## src/cubemap_to_equirect_address_assert.svh

```systemverilog
// Assertion macros shared by the address block.
// Expects clk and arst_n in the scope where a macro is used.
`ifndef CUBEMAP_TO_EQUIRECT_ADDRESS_ASSERT_SVH
`define CUBEMAP_TO_EQUIRECT_ADDRESS_ASSERT_SVH
`define CEQ_ASSERT_NOW(label, ante, cons, msg) \
	label: assert property (@(posedge clk) disable iff (!arst_n) (ante) |-> (cons)) \
		else $error(msg);
`define CEQ_ASSERT_NEXT(label, ante, cons, msg) \
	label: assert property (@(posedge clk) disable iff (!arst_n) (ante) |=> (cons)) \
		else $error(msg);
`endif

```

## src/ceq_pkg.sv

```systemverilog
// Types, constants and the arctangent table of the cube-face address block.
// No dependencies.
package ceq_pkg;

	localparam int FACE_BITS         = 12;
	localparam int CORDIC_STEPS_DEF  = 16;
	localparam int XW                = 21;
	localparam int ZW                = 34;
	localparam int QW                = 17;
	localparam int REMW              = 13;
	localparam int ATAN_LEN          = 24;

	localparam logic [2:0] FACE_FRONT  = 3'd0;
	localparam logic [2:0] FACE_RIGHT  = 3'd1;
	localparam logic [2:0] FACE_LEFT   = 3'd2;
	localparam logic [2:0] FACE_REAR   = 3'd3;
	localparam logic [2:0] FACE_BOTTOM = 3'd4;
	localparam logic [2:0] FACE_TOP    = 3'd5;

	localparam logic [1:0] REG_FACE_SIZE   = 2'd0;
	localparam logic [1:0] REG_PANO_WIDTH  = 2'd1;
	localparam logic [1:0] REG_PANO_HEIGHT = 2'd2;

	localparam logic [12:0] FACE_SIZE_RST   = 13'd512;
	localparam logic [14:0] PANO_WIDTH_RST  = 15'd2048;
	localparam logic [13:0] PANO_HEIGHT_RST = 14'd1024;

	localparam logic signed [XW-1:0] ONE_Q16 = XW'(65536);
	localparam logic signed [ZW-1:0] ANG_PI  = ZW'(64'd1073741824);
	localparam logic [15:0] INV_GAIN_Q16     = 16'd39797;

	localparam logic [31:0] ATAN_TAB [ATAN_LEN] = '{
		32'd268435456, 32'd158466703, 32'd83729454, 32'd42502378, 32'd21333666,
		32'd10677233, 32'd5339919, 32'd2670123, 32'd1335082, 32'd667543,
		32'd333772, 32'd166886, 32'd83443, 32'd41722, 32'd20861, 32'd10430,
		32'd5215, 32'd2608, 32'd1304, 32'd652, 32'd326, 32'd163, 32'd81, 32'd41
	};

	typedef struct packed {
		logic [2:0]           face;
		logic [FACE_BITS-1:0] face_x;
		logic [FACE_BITS-1:0] face_y;
	} ceq_req_t;

	typedef struct packed {
		logic [13:0] src_col;
		logic [12:0] src_row;
		logic [26:0] src_addr;
	} ceq_res_t;

	typedef struct packed {
		logic [REMW-1:0] rem;
		logic [QW-1:0]   quo;
	} ceq_div_t;

	typedef struct packed {
		logic signed [XW-1:0] x;
		logic signed [XW-1:0] y;
		logic signed [ZW-1:0] z;
	} ceq_vec_t;

	function automatic logic signed [ZW-1:0] ceq_atan(input int idx);
		ceq_atan = $signed({2'b00, ATAN_TAB[idx]});
	endfunction

endpackage

```

## src/ceq_div_cell.sv

```systemverilog
// One restoring division step: one quotient bit per cell.
// Depends on ceq_pkg.
module ceq_div_cell (
	input  logic                   clk,
	input  logic [12:0]            fs,
	input  ceq_pkg::ceq_div_t      din,
	output ceq_pkg::ceq_div_t      dout
);
	import ceq_pkg::*;

	logic [REMW:0] dbl;
	logic          take;

	always_comb begin
		dbl  = {din.rem, 1'b0};
		take = dbl >= {1'b0, fs};
	end

	always_ff @(posedge clk) begin
		dout.rem <= take ? REMW'(dbl - {1'b0, fs}) : dbl[REMW-1:0];
		dout.quo <= {din.quo[QW-2:0], take};
	end
endmodule

```

## config.mk

```make
export PLATFORM = sky130hd
export DESIGN_NAME = ceq_div_cell
export DESIGN_NICKNAME = d
export VERILOG_FILES = /design/src/cubemap_to_equirect_address_assert.svh /design/src/ceq_pkg.sv /design/src/ceq_div_cell.sv
export SDC_FILE = /design/constraint.sdc
export NUM_CORES = 1
export LEC_CHECK = 0
export BUFFER_PORTS_ARGS = -buffer_cell sky130_fd_sc_hd__buf_2
export CAP_MARGIN = 0
export CORE_MARGIN = 2
export CORE_UTILIZATION = 45
export DETAILED_ROUTE_END_ITERATION = 16
export PLACE_DENSITY_LB_ADDON = 0.08
export SYNTH_ARGS = -nofsm -noshare
export SYNTH_HDL_FRONTEND = slang
export SYNTH_SLANG_ARGS = --single-unit
```

## constraint.sdc

```tcl
create_clock -name clk -period 2.4 [get_ports clk]
set_input_delay 0 -clock clk [delete_from_list [all_inputs] [get_ports clk]]
set_output_delay 0 -clock clk [all_outputs]
set_load 0.1 [all_outputs]
```

==> impl_metrics.toml <==
[outcome]
status = "complete, no violations"

[floorplan]
ioPinCount = 74
core_sq_um = 3078
die_h_um = 61.23
die-area_sq_um = 3749
fp.dieW_um = 61.23
start_util = 0.4789
core.rowCount = 20

[clocking]
cts_buffers = 5
cts_max_level = 2
cts.reportedPaths.clkPinSlew_ps = 100
cts_tree = "built"
clock_path_buffers = 2
clock-sinks = 30
root_buffer = "clkbuf_4"

[synth]
synth-seq-cells = 30
synth_edf_count = 0
syn_inst = 140
yosysTopAreaCell = "dfxtp_1"
ys_warn_count = 0
async_reset_ff_frac = 0
synth_area_per_cell_sq_um = 10.53
post-synth-top-count-cell = "dfxtp_1"
ys_types = 32
yosys-top-cells-count = "dfxtp_1 (30), ha_1 (13), inv_1 (13), a21oi_1 (10), mux2_4 (9)"
synthFlopType = "dfxtp_1"
syn-num-nets = 198
ys_seq_area_frac = 0.4075
yosysTopAreaCellShare = 0.4075
synth.area.top_cells = "dfxtp_1 (41%), ha_1 (11%), mux2_4 (9.2%)"
netlist_area_sq_um = 1474

[route]
viasPerCell = 4.776
routed_wl_mm = 3.497
routed-via-count = 1385
drt_pass1_iterations = 4
drt_iter0_drc = 28
route.detailed.drc = 0
routedWlPerCell_um = 12.06
ant_nets = 0

[timing]
setup_violations = 0
min_period_over_period = 0.9255
timing.hold.ws_ps = 169.5
maxSlewViolCount = 0
tightest_slew_ps = 496.7
slew_headroom = 0.6712
setup_ws_ps = 178.8
fmax_mhz = 450.2
hold_viol = 0
tns_ps = 0
rsz0062_at_grt = "no"
min_period_ps = 2221

[final_layout]
drive_gt1_frac = 0.3862
final_nets = 304
final-seq-area_sq_um = 600.6
top_regs = "dout (30)"
nFillCells = 240
multi_input_comb_area_sq_um = 802.0
fin_cells = 290
postLayoutCoreUtil = 0.7220
largest_reg_flops = 30
final_cell_area_sq_um = 2222
area_delta_synth_final_pct = 50.76
diodes = 0
top_register = "dout"

[critical_path]
worstSetupPathType = "in2reg"
path_cells = "dlygate4sd3_1 -> buf_2 -> ha_1 -> a21oi_1 -> a21oi_1 -> o21ai_1 -> a31oi_1 -> dlygate4sd3_1"
cp_slowest_stage_delay_ps = 570
crit_cells = 8
startpoint_type = "input pin"
crit_slowest_cell = "dlygate4sd3_1"
crit_family = "buffers and inverters"
arrival_ps = 2450
crit_required_ps = 2630
crit_buf_inv = 3
end_kind = "register"
cp_max_fo = 7

[power]
p_leak_nw = 1.149
ir_drop_mv = 0.3673
power.total_mw = 1.689
power.density_nw_per_um2 = 760.0

[grt]
grt_overflow = 0
grt_pass1_vias = 1287
gr-usage-all-layers = 0.1979
grt_pass1_wl_mm = 5.368
antenna_found_initial = 0
grt_max_degree = 14

[min_path]
min_to = "dout[18]"
hold_depth = 4
min_path_type = "in2reg"
min_from = "fs[1]"

[flow_run]
max-cap-violations = 0

[placed_design]
place_hpwl_mm = 2.290
io_buffers = 72
dpl_cell_area_sq_um = 1874
place.gp.congestion = 0.7898
pre_cts_slack_ps = 304.7
placed_cells = 253
## logic make-up (layout without fill, tap and decap cells)
group / after synthesis / in the layout / share of synthesized area
AOI/OAI and AO/OA: 31 / 31 / 0.1409
DFF: 30 / 30 / 0.4075
adders and majority gates: 14 / 14 / 0.1239
xor gates and xnor gates: 10 / 10 / 0.05942
and+or+nand+nor: 23 / 23 / 0.08490
muxes: 15 / 15 / 0.1350
buffers and inverters: 17 / 123 / 0.04839
## worst min-delay path, delay by kind of cell
kind,cells,cell delay (ps)
multiplexers,1,140
adder cells (fa/ha/maj),1,160
buffers and inverters,2,170
## layout make-up
cell class | count | area share
clock buffer | 5 | 0.01689
clock inverter | 2 | 0.004505
inverter | 13 | 0.02196
multi-input combinational | 93 | 0.3609
sequential | 30 | 0.2703
tap | 44 | 0.02477
timing repair buffer | 103 | 0.3007
## worst max-delay path by stage
| stage | startpoint | to | slack [ps] |
|---|---|---|---|
| detailed placement | fs[8] | dout[20] | 300 |
| finish | din[24] | dout[17] | 180 |
| floorplan | fs[0] | dout[20] | 460 |
| global placement | fs[8] | dout[20] | 370 |
| global route | din[24] | dout[17] | 80 |
| CTS | din[24] | dout[17] | 80 |
## metal layers
metal  routed length [um]  vias to the layer above  GRT usage
li1                     -                      701          -
met1                 1423                      615     0.2173
met2                 1707                       59     0.3328
met3                  305                       10    0.05672
met4                   60                        0     0.1273
met5                    0                        -          0
## power by group
part           internal, mW  switching [mW]  total, mW  leakage (nW)
logic                 0.232           0.612      0.844         0.865
clock network         0.105           0.169      0.274        0.0308
registers             0.559          0.0124      0.571         0.253
## cells in the final DEF (no fill, tap or decap), types with 2 or more instances in the layout
cell           instances
dlygate4sd3_1         30
dfxtp_1               30
mux2i_1                3
nor2_1                 3
mux2_4                 9
clkinv_2               2
a21o_1                 5
mux2_2                 3
a21oi_1               10
nand3_1                5
a31oi_1                3
ha_1                  13
o21a_1                 2
nand2_1                7
inv_1                 13
buf_2                 72
xor2_1                 5
clkbuf_4               5
xnor2_1                5
nor2b_1                2
o21ai_0                3
and3_1                 2
## what timing repair did
| item | 4_1_cts | 5_1_grt |
|---|---|---|
| setup endpoints to repair | 0 | 13 |
| hold endpoints to repair | 29 | 0 |
| hold buffers | 30 | 0 |
| gates resized for setup | 0 | 1 |
| setup buffers | 0 | 0 |
(Power assumes the default switching activity.)
