**src/cubemap_to_equirect_address_assert.svh**
```systemverilog
// Assertion macros shared by the address block.
// Expects clk and arst_n in the scope where a macro is used.
`ifndef CUBEMAP_TO_EQUIRECT_ADDRESS_ASSERT_SVH
`define CUBEMAP_TO_EQUIRECT_ADDRESS_ASSERT_SVH
`define CEQ_ASSERT_NOW(label, ante, cons, msg) \
	label: assert property (@(posedge clk) disable iff (!arst_n) (ante) |-> (cons)) \
		else $error(msg);
`define CEQ_ASSERT_NEXT(label, ante, cons, msg) \
	label: assert property (@(posedge clk) disable iff (!arst_n) (ante) |=> (cons)) \
		else $error(msg);
`endif

```
**src/ceq_pkg.sv**
```systemverilog
// Types, constants and the arctangent table of the cube-face address block.
// No dependencies.
package ceq_pkg;

	localparam int FACE_BITS         = 12;
	localparam int CORDIC_STEPS_DEF  = 16;
	localparam int XW                = 21;
	localparam int ZW                = 34;
	localparam int QW                = 17;
	localparam int REMW              = 13;
	localparam int ATAN_LEN          = 24;

	localparam logic [2:0] FACE_FRONT  = 3'd0;
	localparam logic [2:0] FACE_RIGHT  = 3'd1;
	localparam logic [2:0] FACE_LEFT   = 3'd2;
	localparam logic [2:0] FACE_REAR   = 3'd3;
	localparam logic [2:0] FACE_BOTTOM = 3'd4;
	localparam logic [2:0] FACE_TOP    = 3'd5;

	localparam logic [1:0] REG_FACE_SIZE   = 2'd0;
	localparam logic [1:0] REG_PANO_WIDTH  = 2'd1;
	localparam logic [1:0] REG_PANO_HEIGHT = 2'd2;

	localparam logic [12:0] FACE_SIZE_RST   = 13'd512;
	localparam logic [14:0] PANO_WIDTH_RST  = 15'd2048;
	localparam logic [13:0] PANO_HEIGHT_RST = 14'd1024;

	localparam logic signed [XW-1:0] ONE_Q16 = XW'(65536);
	localparam logic signed [ZW-1:0] ANG_PI  = ZW'(64'd1073741824);
	localparam logic [15:0] INV_GAIN_Q16     = 16'd39797;

	localparam logic [31:0] ATAN_TAB [ATAN_LEN] = '{
		32'd268435456, 32'd158466703, 32'd83729454, 32'd42502378, 32'd21333666,
		32'd10677233, 32'd5339919, 32'd2670123, 32'd1335082, 32'd667543,
		32'd333772, 32'd166886, 32'd83443, 32'd41722, 32'd20861, 32'd10430,
		32'd5215, 32'd2608, 32'd1304, 32'd652, 32'd326, 32'd163, 32'd81, 32'd41
	};

	typedef struct packed {
		logic [2:0]           face;
		logic [FACE_BITS-1:0] face_x;
		logic [FACE_BITS-1:0] face_y;
	} ceq_req_t;

	typedef struct packed {
		logic [13:0] src_col;
		logic [12:0] src_row;
		logic [26:0] src_addr;
	} ceq_res_t;

	typedef struct packed {
		logic [REMW-1:0] rem;
		logic [QW-1:0]   quo;
	} ceq_div_t;

	typedef struct packed {
		logic signed [XW-1:0] x;
		logic signed [XW-1:0] y;
		logic signed [ZW-1:0] z;
	} ceq_vec_t;

	function automatic logic signed [ZW-1:0] ceq_atan(input int idx);
		ceq_atan = $signed({2'b00, ATAN_TAB[idx]});
	endfunction

endpackage

```
**src/ceq_cordic_cell.sv**
```systemverilog
// One vectoring rotation of the arctangent chain, fixed shift per cell.
// Depends on ceq_pkg.
module ceq_cordic_cell #(
	parameter int IDX = 0
) (
	input  logic              clk,
	input  ceq_pkg::ceq_vec_t din,
	output ceq_pkg::ceq_vec_t dout
);
	import ceq_pkg::*;

	localparam logic signed [ZW-1:0] ANG = ceq_atan(IDX);

	logic signed [XW-1:0] xs, ys;
	logic                 ypos, yneg;

	always_comb begin
		xs   = din.x >>> IDX;
		ys   = din.y >>> IDX;
		yneg = din.y[XW-1];
		ypos = !yneg && (din.y != '0);
	end

	always_ff @(posedge clk) begin
		if (ypos) begin
			dout.x <= din.x + ys;
			dout.y <= din.y - xs;
			dout.z <= din.z + ANG;
		end else if (yneg) begin
			dout.x <= din.x - ys;
			dout.y <= din.y + xs;
			dout.z <= din.z - ANG;
		end else begin
			dout <= din;
		end
	end
endmodule

```
**src/ceq_cordic.sv**
```systemverilog
// Vectoring arctangent: a half-plane fold followed by a row of rotation cells.
// Depends on ceq_pkg and ceq_cordic_cell.
module ceq_cordic #(
	parameter int STEPS = ceq_pkg::CORDIC_STEPS_DEF
) (
	input  logic                           clk,
	input  logic signed [ceq_pkg::XW-1:0]  x,
	input  logic signed [ceq_pkg::XW-1:0]  y,
	output ceq_pkg::ceq_vec_t              dout
);
	import ceq_pkg::*;

	ceq_vec_t chain [STEPS+1];

	always_ff @(posedge clk) begin
		if (x[XW-1]) begin
			chain[0].x <= -x;
			chain[0].y <= -y;
			chain[0].z <= y[XW-1] ? -ANG_PI : ANG_PI;
		end else begin
			chain[0].x <= x;
			chain[0].y <= y;
			chain[0].z <= '0;
		end
	end

	for (genvar g = 0; g < STEPS; g++) begin : g_cell
		ceq_cordic_cell #(.IDX(g)) u_cell (
			.clk  (clk),
			.din  (chain[g]),
			.dout (chain[g+1])
		);
	end

	assign dout = chain[STEPS];
endmodule

```
**config.mk**
```make
export PLATFORM = sky130hd
export DESIGN_NAME = ceq_cordic
export DESIGN_NICKNAME = d
export VERILOG_FILES = /design/src/cubemap_to_equirect_address_assert.svh /design/src/ceq_pkg.sv /design/src/ceq_cordic_cell.sv /design/src/ceq_cordic.sv
export SDC_FILE = /design/constraint.sdc
export NUM_CORES = 2
export LEC_CHECK = 0
export BUFFER_PORTS_ARGS = -buffer_cell sky130_fd_sc_hd__buf_2
export CORE_MARGIN = 3
export CORE_UTILIZATION = 60
export DETAILED_ROUTE_END_ITERATION = 16
export GPL_TIMING_DRIVEN = 0
export PLACE_DENSITY = 0.76
export SKIP_CTS_REPAIR_TIMING = 1
export SLEW_MARGIN = 5
export SYNTH_ARGS = -nofsm -noshare
export SYNTH_HDL_FRONTEND = slang
export SYNTH_SLANG_ARGS = --single-unit
export TNS_END_PERCENT = 20
```
**constraint.sdc**
```tcl
create_clock -name clk -period 5.4 [get_ports clk]
set_clock_uncertainty 0.1 [all_clocks]
set_input_delay 0.81 -clock clk [delete_from_list [all_inputs] [get_ports clk]]
set_output_delay 0.81 -clock clk [all_outputs]
set_load 0.02 [all_outputs]
```
==> impl_metrics.json <==
{
  "worstHoldStart": "y[0]",
  "place_congestion": 1.02,
  "dpl.hpwl_mm": 278,
  "path_max_fanout": 17,
  "period_share_pct": 97.5,
  "tightest_slew_ps": 1650,
  "avgSynthCellArea_um2": 7.61,
  "num_vias": 108000,
  "yosys_register_bits": 1196,
  "r2r_setup_slack_ps": 140,
  "grt_use_total_pct": 37.1,
  "maxSlewHeadroom_pct": -10.5,
  "grt_antenna_before_repair": 15,
  "root_buffer": "clkbuf_16",
  "top_layer": "met5",
  "fmax_mhz": 190,
  "dieArea_um2": 183000,
  "viasPerCell": 6.44,
  "violations": "capacitance limit, slew limit",
  "worstPathRequired_ps": 5990,
  "ioPinCount": 119,
  "final_cell_mix": "nor2_1 (1315), ha_1 (1308), a21oi_1 (1307), dfxtp_1 (1191), inv_1 (1023)",
  "grt_pass1_vias": 100000,
  "syn_area_um2": 107000,
  "grt_remaining_overflow": 0,
  "seq_area_frac_synth_pct": 22.4,
  "drtIter0Drc": 12500,
  "cts_buffers": 138,
  "start_kind": "flop",
  "crit_type": "flop to flop",
  "worstHoldPathCells": 1,
  "wl_met1_mm": 149,
  "finalHoldViolCount": 0,
  "rsz0062_at_grt": "true",
  "synth_top_flop_cell": "dfxtp_1",
  "nets": 15700,
  "fin_crit_ps": 5260,
  "r2r_cells": 14,
  "syn-num-nets": 15400,
  "synth_cell_type_count": 98,
  "htreeDepth": 4,
  "clk_path_buf_depth": 3,
  "async_reset_ff_share_pct": 0,
  "syn_inst": 14000,
  "dieWidth_um": 428,
  "hp-class": "input port to flop",
  "wl_met2_mm": 152,
  "drive_gt1_share_pct": 4.53,
  "drt-total-wl_mm": 358,
  "rr_endpoint": "g_cell[8].u_cell.dout[75]",
  "path_clk_slew_ps": 60,
  "instances_no_fill": 16700,
  "clock_latency_ps": 830,
  "finalSetupViolCount": 0,
  "cp-end-kind": "flop",
  "core.rowCount": 154,
  "drt_first_pass_iters": 9,
  "grt_pass1_wl_mm": 553,
  "max-cap-violations": 1,
  "drtAntennaViolNets": 0,
  "cts_tree": "yes",
  "area_delta_synth_final_pct": 7.95,
  "die_h_um": 428,
  "coreArea_um2": 176000,
  "status": "finished, violations left",
  "drc": 0,
  "r2r_start": "g_cell[7].u_cell.dout[54]",
  "drt-wirelength-per-cell_um": 21.4,
  "cp.arrival_ps": 5850,
  "yosys_warnings": 0,
  "clock_sinks": 1196,
  "dp.cells": 16500,
  "slew_violations": 2,
  "layout.cells.most_common": "nor2_1",
  "dr_wl_met3_mm": 38.5,
  "grt_max_degree": 25,
  "portBuffers": 118,
  "holdPathEnd": "chain[1250]",
  "synth_edf_count": 0,
  "initial_core_util_pct": 60.5
}
## synthesized netlist by cell type (88+ instances only)
master / n / area, um2
or3_1: 192 / 1200
nor4_1: 149 / 932
o21bai_1: 186 / 1400
inv_1: 1023 / 3840
xor2_1: 292 / 2560
a21oi_1: 1307 / 6540
nand3_1: 241 / 1210
nand2_1: 891 / 3340
xnor2_1: 814 / 7130
o21ai_0: 851 / 4260
and3_1: 101 / 632
nor2_1: 1315 / 4940
a31oi_1: 183 / 1140
nor2b_1: 182 / 1140
a211oi_1: 144 / 1080
nand2b_1: 255 / 1600
nor3_1: 415 / 2080
o21a_1: 134 / 1010
ha_1: 1308 / 16400
dfxtp_1: 1196 / 23900
o31ai_1: 157 / 1180
clkbuf_1: 615 / 2310
a21o_1: 193 / 1450
o22ai_1: 313 / 1960
or2_2: 88 / 551
## per-layer routing
metal | track usage (%) | up-vias
li1 | - | 50500
met1 | 49.7 | 50400
met2 | 57.0 | 5827
met3 | 7.58 | 1081
met4 | 17.3 | 10
met5 | 0 | -
## worst max-delay path: stages, from the launching register on
cell	delay, ps
dfxtp_1	670
clkbuf_1	440
clkinvlp_4	440
clkbuf_1	440
clkbuf_1	540
ha_1	470
clkbuf_1	340
nor2_1	120
o21ai_0	90
o21ai_0	160
o41a_1	380
a221oi_1	440
or4_1	190
o211ai_1	140
xnor2_1	180
## state kept, by name, indices dropped and copies added, names as in the netlist
name	cells
chain	44
g_cell.u_cell.dout	1152
## worst max-delay path by stage
| stage | endpoint | start | slack [ps] |
|---|---|---|---|
| after floorplan | g_cell[13].u_cell.dout[74] | g_cell[12].u_cell.dout[54] | 1010 |
| after global placement | g_cell[13].u_cell.dout[75] | g_cell[12].u_cell.dout[54] | -1230 |
| after detailed placement | g_cell[13].u_cell.dout[75] | g_cell[12].u_cell.dout[54] | -1230 |
| after CTS | g_cell[13].u_cell.dout[75] | g_cell[12].u_cell.dout[54] | -1260 |
| after global routing | g_cell[8].u_cell.dout[75] | g_cell[7].u_cell.dout[54] | -200 |
| final | g_cell[8].u_cell.dout[75] | g_cell[7].u_cell.dout[54] | 140 |
## per-stage QoR
stage          cell area, um2  setup slack (ps)  setup TNS [ps]  hold WS [ps]  utilization, %
6_report               115000               136               0          39.6            65.3
5_1_grt                115000              -201            -637          8.83            65.3
4_1_cts                115000             -1260          -12730         -29.5            65.3
3_5_place_dp           110000             -1230          -12030           212            62.5
3_3_place_gp           110000             -1230          -11050           214            62.5
2_1_floorplan          107000              1010               0           210               -
## area by class of cell
type	instances	area [um2]
buffer	756	3160
fill	15700	61200
inverter	1032	3880
antenna	2	5.00
clock inverter	82	1120
sequential	1196	24000
timing repair buffer	123	631
multi-input combinational	11000	75800
clock buffer	168	3790
tap	2340	2930
## cells by family after synthesis
kind of cell | Yosys count | share of synthesized area (%)
AO/OA/AOI/OAI | 4404 | 26.5
XOR/XNOR | 1106 | 9.07
adder cells (fa/ha/maj) | 1371 | 16.5
buffers and inverters | 1790 | 6.58
flip-flops | 1196 | 22.4
multiplexers | 52 | 0.495
AND/OR/NAND/NOR | 4109 | 18.5
Power is left out: the tool's default activity adds up to more than one toggle a clock period on the data nets, which glitch-free logic cannot reach.
